==> src/rtl/msp_pkg.sv <==
// Shared types and constants for the multi-slice PWM counter.
// No dependencies; imported by every other file of the block.
package msp_pkg;

  // Item kinds; the fourth code changes no register and reads as zero
  typedef enum logic [1:0] {
    KIND_TICK  = 2'd0,
    KIND_WRITE = 2'd1,
    KIND_READ  = 2'd2
  } kind_e;

  // Register selects
  typedef enum logic [3:0] {
    REG_CTRL    = 4'd0,
    REG_DIV     = 4'd1,
    REG_COUNT   = 4'd2,
    REG_LEVEL_A = 4'd3,
    REG_LEVEL_B = 4'd4,
    REG_WRAP    = 4'd5,
    REG_EN_MASK = 4'd6,
    REG_CLEAR   = 4'd7,
    REG_IRQ_EN  = 4'd8,
    REG_STATUS  = 4'd9
  } reg_sel_e;

  localparam int unsigned MaxSlices = 8;

  localparam logic [12:0] PhaseStep = 13'h010;
  localparam logic [15:0] DivMin    = 16'd16;
  localparam logic [15:0] DivMax    = 16'd4094;
  localparam logic [11:0] DivReset  = 12'd16;
  localparam logic [15:0] WrapReset = 16'hFFFF;

  // Control register bit positions
  localparam int unsigned CtrlEnBit   = 0;
  localparam int unsigned CtrlInvABit = 2;
  localparam int unsigned CtrlInvBBit = 3;

  // Configuration register index
  localparam logic CfgIrqMaster = 1'b0;

  typedef struct packed {
    logic [1:0]  kind;
    logic [2:0]  slice_index;
    logic [3:0]  register_select;
    logic [15:0] write_data;
  } in_item_t;

  typedef struct packed {
    logic [15:0] read_data;
    logic        irq_line;
    logic [7:0]  irq_status_out;
  } out_item_t;

  // Command from the decode logic to one slice
  typedef struct packed {
    logic        tick;
    logic        wr;
    logic        mask_wr;
    logic        mask_bit;
    logic [3:0]  reg_sel;
    logic [15:0] wdata;
  } slice_cmd_t;

  // Status returned by one slice
  typedef struct packed {
    logic        enable;
    logic        wrapped;
    logic [15:0] rdata;
  } slice_stat_t;

endpackage

==> src/rtl/msp_slice.sv <==
// One PWM slice: fractional divider, counter, compare levels and wrap value.
// Depends on msp_pkg.
module msp_slice (
  input  logic                clk_i,
  input  logic                rst_ni,
  input  msp_pkg::slice_cmd_t cmd_i,
  output msp_pkg::slice_stat_t stat_o
);
  import msp_pkg::*;

  logic        en_q, en_d;
  logic        inv_a_q, inv_a_d;
  logic        inv_b_q, inv_b_d;
  logic [11:0] div_q, div_d;
  logic [11:0] phase_q, phase_d;
  logic [15:0] cnt_q, cnt_d;
  logic [15:0] lvl_a_q, lvl_a_d;
  logic [15:0] lvl_b_q, lvl_b_d;
  logic [15:0] wrap_q, wrap_d;
  logic [12:0] acc;
  logic [11:0] div_clamped;
  logic        wrapped;

  always_comb begin
    if (cmd_i.wdata < DivMin) begin
      div_clamped = DivMin[11:0];
    end else if (cmd_i.wdata > DivMax) begin
      div_clamped = DivMax[11:0];
    end else begin
      div_clamped = cmd_i.wdata[11:0];
    end
  end

  always_comb begin
    en_d    = en_q;
    inv_a_d = inv_a_q;
    inv_b_d = inv_b_q;
    div_d   = div_q;
    phase_d = phase_q;
    cnt_d   = cnt_q;
    lvl_a_d = lvl_a_q;
    lvl_b_d = lvl_b_q;
    wrap_d  = wrap_q;
    wrapped = 1'b0;
    acc     = {1'b0, phase_q} + PhaseStep;

    if (cmd_i.tick && en_q) begin
      if (acc >= {1'b0, div_q}) begin
        acc = acc - {1'b0, div_q};
        if (cnt_q == wrap_q) begin
          cnt_d   = '0;
          wrapped = 1'b1;
        end else begin
          cnt_d = cnt_q + 16'd1;
        end
      end
      phase_d = acc[11:0];
    end

    if (cmd_i.wr) begin
      case (cmd_i.reg_sel)
        REG_CTRL: begin
          en_d    = cmd_i.wdata[CtrlEnBit];
          inv_a_d = cmd_i.wdata[CtrlInvABit];
          inv_b_d = cmd_i.wdata[CtrlInvBBit];
        end
        REG_DIV: begin
          div_d   = div_clamped;
          phase_d = '0;
        end
        REG_COUNT:   cnt_d   = cmd_i.wdata;
        REG_LEVEL_A: lvl_a_d = cmd_i.wdata;
        REG_LEVEL_B: lvl_b_d = cmd_i.wdata;
        REG_WRAP:    wrap_d  = cmd_i.wdata;
        default: ;
      endcase
    end

    if (cmd_i.mask_wr) begin
      en_d = cmd_i.mask_bit;
    end
  end

  always_ff @(posedge clk_i or negedge rst_ni) begin
    if (!rst_ni) begin
      en_q    <= 1'b0;
      inv_a_q <= 1'b0;
      inv_b_q <= 1'b0;
      div_q   <= DivReset;
      phase_q <= '0;
      cnt_q   <= '0;
      lvl_a_q <= '0;
      lvl_b_q <= '0;
      wrap_q  <= WrapReset;
    end else begin
      en_q    <= en_d;
      inv_a_q <= inv_a_d;
      inv_b_q <= inv_b_d;
      div_q   <= div_d;
      phase_q <= phase_d;
      cnt_q   <= cnt_d;
      lvl_a_q <= lvl_a_d;
      lvl_b_q <= lvl_b_d;
      wrap_q  <= wrap_d;
    end
  end

  always_comb begin
    stat_o.enable  = en_q;
    stat_o.wrapped = wrapped;
    case (cmd_i.reg_sel)
      REG_CTRL:    stat_o.rdata = {12'd0, inv_b_q, inv_a_q, 1'b0, en_q};
      REG_DIV:     stat_o.rdata = {4'd0, div_q};
      REG_COUNT:   stat_o.rdata = cnt_q;
      REG_LEVEL_A: stat_o.rdata = lvl_a_q;
      REG_LEVEL_B: stat_o.rdata = lvl_b_q;
      REG_WRAP:    stat_o.rdata = wrap_q;
      default:     stat_o.rdata = '0;
    endcase
  end

endmodule

==> src/rtl/msp_apb.sv <==
// APB-style configuration port holding the interrupt master enable.
// Depends on msp_pkg.
module msp_apb (
  input  logic        clk_i,
  input  logic        rst_ni,
  input  logic        psel,
  input  logic        penable,
  input  logic        pwrite,
  input  logic [2:0]  paddr,
  input  logic [31:0] pwdata,
  output logic [31:0] prdata,
  output logic        pready,
  output logic        irq_master_o
);
  import msp_pkg::*;

  logic master_q, master_d;
  logic hit;

  assign hit    = (paddr[2] == CfgIrqMaster);
  assign pready = 1'b1;

  always_comb begin
    master_d = master_q;
    if (psel && penable && pwrite && hit) begin
      master_d = pwdata[0];
    end
  end

  always_ff @(posedge clk_i or negedge rst_ni) begin
    if (!rst_ni) begin
      master_q <= 1'b0;
    end else begin
      master_q <= master_d;
    end
  end

  assign prdata       = hit ? {31'd0, master_q} : 32'd0;
  assign irq_master_o = master_q;

endmodule

==> src/rtl/multi_slice_pwm_counter.sv <==
// Top level of the multi-slice PWM counter: input register, decode, slice bank,
// global interrupt registers and result register. Depends on msp_pkg, msp_slice, msp_apb.

// Each transfer (tick, register write or register read) is registered in the
// input register, then executed against the slice bank and the interrupt
// registers, and its single result lands in the output register. One item is
// taken every cycle as long as the output side does not stall. Every slice
// advances in parallel on a tick, so throughput does not depend on NUM_SLICES.
module multi_slice_pwm_counter #(
  parameter int unsigned NUM_SLICES = 8
) (
  input  logic               clk_i,
  input  logic               rst_ni,
  input  logic               in_valid_i,
  output logic               in_stall_o,
  input  msp_pkg::in_item_t  in_data_i,
  output logic               out_valid_o,
  input  logic               out_stall_i,
  output msp_pkg::out_item_t out_data_o,
  input  logic               psel,
  input  logic               penable,
  input  logic               pwrite,
  input  logic [2:0]         paddr,
  input  logic [31:0]        pwdata,
  output logic [31:0]        prdata,
  output logic               pready
);
  import msp_pkg::*;

  in_item_t  in_q;
  logic      in_valid_q, in_valid_d;
  out_item_t out_q, out_d;
  logic      out_valid_q, out_valid_d;
  logic      in_xfer, fire, irq_master;

  logic [NUM_SLICES-1:0] ien_q, ien_d;
  logic [NUM_SLICES-1:0] status_q, status_d;
  logic [NUM_SLICES-1:0] hit, en_vec, wrap_vec;
  logic [15:0]           slice_rd;
  logic [15:0]           rd;

  slice_cmd_t  cmd [NUM_SLICES];
  slice_stat_t stat [NUM_SLICES];

  msp_apb u_apb (
    .clk_i        (clk_i),
    .rst_ni       (rst_ni),
    .psel         (psel),
    .penable      (penable),
    .pwrite       (pwrite),
    .paddr        (paddr),
    .pwdata       (pwdata),
    .prdata       (prdata),
    .pready       (pready),
    .irq_master_o (irq_master)
  );

  // Execute when the result register is free or being emptied
  assign fire       = in_valid_q && !(out_valid_q && out_stall_i);
  assign in_stall_o = in_valid_q && !fire;
  assign in_xfer    = in_valid_i && !in_stall_o;

  always_comb begin
    in_valid_d = in_valid_q;
    if (in_xfer) begin
      in_valid_d = 1'b1;
    end else if (fire) begin
      in_valid_d = 1'b0;
    end
  end

  always_ff @(posedge clk_i) begin
    if (in_xfer) begin
      in_q <= in_data_i;
    end
  end

  for (genvar s = 0; s < NUM_SLICES; s++) begin : g_slice
    always_comb begin
      hit[s]              = (in_q.slice_index == 3'(s));
      cmd[s].tick         = fire && (in_q.kind == KIND_TICK);
      cmd[s].wr           = fire && (in_q.kind == KIND_WRITE) && hit[s];
      cmd[s].mask_wr      = fire && (in_q.kind == KIND_WRITE)
                            && (in_q.register_select == REG_EN_MASK);
      cmd[s].mask_bit     = in_q.write_data[s];
      cmd[s].reg_sel      = in_q.register_select;
      cmd[s].wdata        = in_q.write_data;
      en_vec[s]           = stat[s].enable;
      wrap_vec[s]         = stat[s].wrapped;
    end

    msp_slice u_slice (
      .clk_i  (clk_i),
      .rst_ni (rst_ni),
      .cmd_i  (cmd[s]),
      .stat_o (stat[s])
    );
  end

  // Slice read mux; no hit for an out-of-range index gives zero
  always_comb begin
    slice_rd = '0;
    for (int s = 0; s < NUM_SLICES; s++) begin
      slice_rd = slice_rd | (stat[s].rdata & {16{hit[s]}});
    end
  end

  always_comb begin
    case (in_q.register_select)
      REG_EN_MASK: rd = 16'(en_vec);
      REG_IRQ_EN:  rd = 16'(ien_q);
      REG_STATUS:  rd = 16'(status_q);
      REG_CLEAR:   rd = '0;
      default:     rd = slice_rd;
    endcase
    if (in_q.kind != KIND_READ) begin
      rd = '0;
    end
  end

  always_comb begin
    ien_d    = ien_q;
    status_d = status_q;
    if (fire) begin
      if (in_q.kind == KIND_TICK) begin
        status_d = status_q | (wrap_vec & ien_q);
      end else if (in_q.kind == KIND_WRITE) begin
        unique case (in_q.register_select)
          REG_CLEAR:  status_d = status_q & ~in_q.write_data[NUM_SLICES-1:0];
          REG_IRQ_EN: ien_d    = in_q.write_data[NUM_SLICES-1:0];
          default: ;
        endcase
      end
    end
  end

  always_comb begin
    out_d.read_data      = rd;
    out_d.irq_line       = irq_master && (|(status_d & ien_d));
    out_d.irq_status_out = 8'(status_d);
  end

  always_comb begin
    out_valid_d = out_valid_q;
    if (fire) begin
      out_valid_d = 1'b1;
    end else if (!out_stall_i) begin
      out_valid_d = 1'b0;
    end
  end

  always_ff @(posedge clk_i) begin
    if (fire) begin
      out_q <= out_d;
    end
  end

  always_ff @(posedge clk_i or negedge rst_ni) begin
    if (!rst_ni) begin
      in_valid_q  <= 1'b0;
      out_valid_q <= 1'b0;
      ien_q       <= '0;
      status_q    <= '0;
    end else begin
      in_valid_q  <= in_valid_d;
      out_valid_q <= out_valid_d;
      ien_q       <= ien_d;
      status_q    <= status_d;
    end
  end

  assign out_valid_o = out_valid_q;
  assign out_data_o  = out_q;

  // Input side only stalls behind a full, stalled result register
  a_stall_cause : assert property (@(posedge clk_i) disable iff (!rst_ni)
    in_stall_o |-> (in_valid_q && out_valid_q && out_stall_i))
    else $error("input stalled without a blocked result");

  // Status only moves on an executed item, which also reloads the result
  a_status_match : assert property (@(posedge clk_i) disable iff (!rst_ni)
    out_valid_o |-> (out_data_o.irq_status_out == 8'(status_q)))
    else $error("held result disagrees with interrupt status");

  // Interrupt line implies a pending enabled status bit
  a_irq_pending : assert property (@(posedge clk_i) disable iff (!rst_ni)
    (out_valid_o && out_data_o.irq_line) |-> (|out_data_o.irq_status_out))
    else $error("interrupt line raised with empty status");

endmodule
==> config.mk <==
export PLATFORM = sky130hd
export DESIGN_NAME = multi_slice_pwm_counter
export DESIGN_NICKNAME = d
export VERILOG_FILES = /design/src/rtl/msp_pkg.sv /design/src/rtl/msp_slice.sv /design/src/rtl/msp_apb.sv /design/src/rtl/multi_slice_pwm_counter.sv
export SDC_FILE = /design/constraint.sdc
export NUM_CORES = 2
export LEC_CHECK = 0
export BUFFER_PORTS_ARGS = -buffer_cell sky130_fd_sc_hd__buf_2
export CAP_MARGIN = 0
export CORE_ASPECT_RATIO = 0.9
export CORE_UTILIZATION = 57
export DETAILED_ROUTE_END_ITERATION = 10
export PLACE_DENSITY = 0.74
export SYNTH_ARGS = -nofsm -noshare
export SYNTH_HDL_FRONTEND = slang
export SYNTH_SLANG_ARGS = --single-unit
==> constraint.sdc <==
create_clock -name clk_i -period 9 [get_ports clk_i]
set_input_delay 1.35 -clock clk_i [delete_from_list [all_inputs] [get_ports clk_i]]
set_output_delay 1.35 -clock clk_i [all_outputs]
set_load 0.01 [all_outputs]
==> flow_summary.yaml <==
final_layout:
  nFillCells: 6313
  syn2layout_area_growth_pct: 8.948
  fin_nets: 4566
  drive_gt1_frac: 0.2041
  final_area_mm2: 0.04899
  final_common_cell: "dfrtp_1"
  layout_common_cells: "dfrtp_1 (611), mux2_2 (419), nand2_1 (375)"
yosys:
  ys_types: 98
  yosysSeqAreaShare: 0.4529
  synth_enable_flop_cells: 50
  yosysTopAreaCellShare: 0.3400
  syn-instance-count: 4447
  ys_ff_latch: 797
  ys_top_cells_by_area: "dfrtp_1 (34%), mux2_2 (10%), dfstp_2 (7.9%), xnor2_1 (4.5%), edfxtp_1 (3.3%)"
  yosys_warnings: 0
  yosysTopAreaCell: "dfrtp_1"
  synthesis.area_mm2: 0.04497
  ys_async_sr_fraction: 0.9373
  avgSynthCellArea_um2: 10.11
  synth_flop_cell: "dfrtp_1"
global_route:
  met2_usage: 0.5283
  grt_use_total: 0.3647
  antenna_found_initial: 7
  grt_overflow: 0
  grt_pass1_vias: 34959
  grt_use_met1: 0.4914
  grt.busiest_layer: "met2"
  grt_pass1_wl_um: 220800
  grt_use_met3: 0.1108
  grt_max_degree: 178
worst_setup_path:
  critPathCaptureType: "flip-flop"
  cp_max_fo: 28
  critPathKind: "primary input to flip-flop"
  ff2ff_path_depth: 8
  crit_arrival_ns: 5.41
  rrSetupSlack_ns: 4.39
  r2r_start: "out_valid_o"
  crit_path_start: "out_stall_i"
  critPathCapture: "g_slice[2].u_slice.cnt_q[5]"
  startpoint_type: "primary input"
  rr_endpoint: "g_slice[2].u_slice.cnt_q[5]"
  required_ns: 9.46
pwr:
  powerDensity_mw_per_mm2: 244.8
  switching_share: 0.3466
  power_leakage_nw: 20.25
  peakVddDrop_uv: 248.5
  switchingPower_w: 0.004157
  pwr-share-seq: 0.360
  power_frac_clock: 0.318
  power.internal_w: 0.007835
  pwr-share-comb: 0.323
clock_network:
  cts_hold_buf: 0
  cts_root_buffer: "clkbuf_16"
  cts-resized-gates: 0
  clock-sinks: 797
  tritoncts: "done"
  cts_htree_levels: 3
  post-cts-setup-buffers: 0
  clk_path_buf_depth: 3
  clock_latency_ns: 0.68
  numCtsBuffers: 83
  clkSlewWorstSetupHoldPaths_ns: 0.06
timing:
  tightest_slew_ns: 1.470
  rsz0062_at_grt: "no"
  fin_worst_skew_ns: 0.03595
  max_freq_mhz: 202.1
  holdWs_ns: 0.4845
  finalMaxSlewViolations: 0
  hold_violations: 0
  min_period_ns: 4.948
  slew_headroom: 0.01632
  final.setup.tns_ns: 0
  setup_violations: 0
  min_period_over_period: 0.5498
placement:
  placed_area_mm2: 0.04597
  hpwl_um: 95450
  place_congestion: 1.005
  numPortBuffers: 61
floorplan:
  core_area_mm2: 0.07792
  die_w_um: 298.1
  core.rowCount: 97
  die_area_mm2: 0.08002
  dieHeight_um: 268.5
  ios: 127
  initial_core_util: 0.5771
route:
  firstDrtPassIters: 9
  drtIter0Drc: 4847
  drc: 0
  ant_nets: 0
  vias: 37065
  routed_wl_um: 146800
  wl_per_cell_um: 26.73
  vias_per_cell: 6.749
run:
  max_cap_viol_count: 1
run_status:
  violations: "capacitance limit"
  status: "finished, violations left"
min_path:
  hp-class: "flip-flop to flip-flop"
-- through the flow --
stage	std cells	worst slack [ns]	util	power (W)
2_1_floorplan	4477	5.201	-	0.007284
3_3_place_gp	5332	3.661	0.5900	0.008071
3_5_place_dp	5332	3.554	0.5900	0.008153
4_1_cts	5487	4.201	0.6286	0.01194
5_1_grt	5488	3.946	0.6286	0.01260
6_report	5492	4.052	0.6288	0.01199
-- per-layer routing --
metal	vias up	part of all wire
met5	-	0.00018
met4	4	0.062
met3	448	0.12
met2	2061	0.42
met1	18446	0.39
li1	16106	-
-- worst min-delay path by stage --
stage / endpoint / start / cells past startpoint
CTS: out_valid_o / in_valid_q / 1
floorplan: g_slice[0].u_slice.div_q[3] / g_slice[0].u_slice.div_q[3] / 2
global route: out_valid_o / in_valid_q / 1
detailed placement: g_slice[4].u_slice.div_q[3] / g_slice[4].u_slice.div_q[3] / 2
global placement: out_valid_o / in_valid_q / 1
finish: out_valid_o / in_valid_q / 1
-- worst max-delay path: stages --
cell and delay [ns]:
buf_2 0.13, a21boi_4 0.85, nor3b_4 0.31, buf_4 0.47, and2_1 0.55, o21a_2 0.27, o31ai_4 0.16, o21ai_0 1.06
o22ai_1 0.23
-- layout make-up --
class,count,area [um^2],area share
multi-input cells,3209,22780,0.4650
flip-flops and latches,797,20360,0.4157
clock buffers,107,2328,0.04753
well taps,1039,1300,0.02654
repair buffers,142,983.4,0.02007
clock inverters,48,676.9,0.01382
inverters,146,548.0,0.01119
diodes,4,10.01,0.0002043
-- state kept, by name, indices dropped and copies added (netlist names), 20 cells and up --
| signal | count |
|---|---|
| g_slice.u_slice.cnt_q | 128 |
| g_slice.u_slice.lvl_a_q | 128 |
| g_slice.u_slice.lvl_b_q | 128 |
| g_slice.u_slice.wrap_q | 128 |
| g_slice.u_slice.div_q | 96 |
| g_slice.u_slice.phase_q | 96 |
| out_data_o | 25 |
| cmd | 20 |
-- logic make-up after synthesis --
| kind of cell | Yosys count | synth area share |
|---|---|---|
| AND/OR/NAND/NOR | 1141 | 0.1211 |
| buffers and inverters | 471 | 0.04413 |
| XOR/XNOR | 318 | 0.06194 |
| other | 2 | 0.0001670 |
| adder cells (fa/ha/maj) | 120 | 0.03473 |
| multiplexers | 467 | 0.1156 |
| flip-flops | 797 | 0.4529 |
| AO/OA/AOI/OAI | 1131 | 0.1694 |
-- cells in the mapped netlist, types with 20 or more instances --
master and instances:
dfrtp_1 611, mux2_2 419, nand2_1 375, nor2_1 272, o21ai_0 248, xnor2_1 230
a21oi_1 219, clkbuf_1 199, inv_1 146, a22oi_1 143, dfstp_2 136, ha_1 112
o22ai_1 92, nand3_1 91, xor2_1 88, a222oi_1 72, nor3_1 71, buf_2 65
nand4_1 65, a31oi_1 59, edfxtp_1 50, mux2i_1 48, a221oi_1 47, and3_1 47
a211oi_1 36, a22o_1 36, buf_4 36, nor4_1 35, a21o_1 26, buf_1 25
o21a_1 25, or3_1 25, nor2b_1 22, nand2b_1 21, and2_1 20
-- power groups by stage --
stage | sequential (W) | combinational [W] | clock (W)
floorplan | 0.00423 | 0.00305 | 0
global placement | 0.00434 | 0.00373 | 0
detailed placement | 0.00436 | 0.00379 | 0
CTS | 0.00430 | 0.00382 | 0.00382
global route | 0.00435 | 0.00431 | 0.00395
finish | 0.00431 | 0.00387 | 0.00381
No activity file was read; power rests on OpenSTA's default activity.
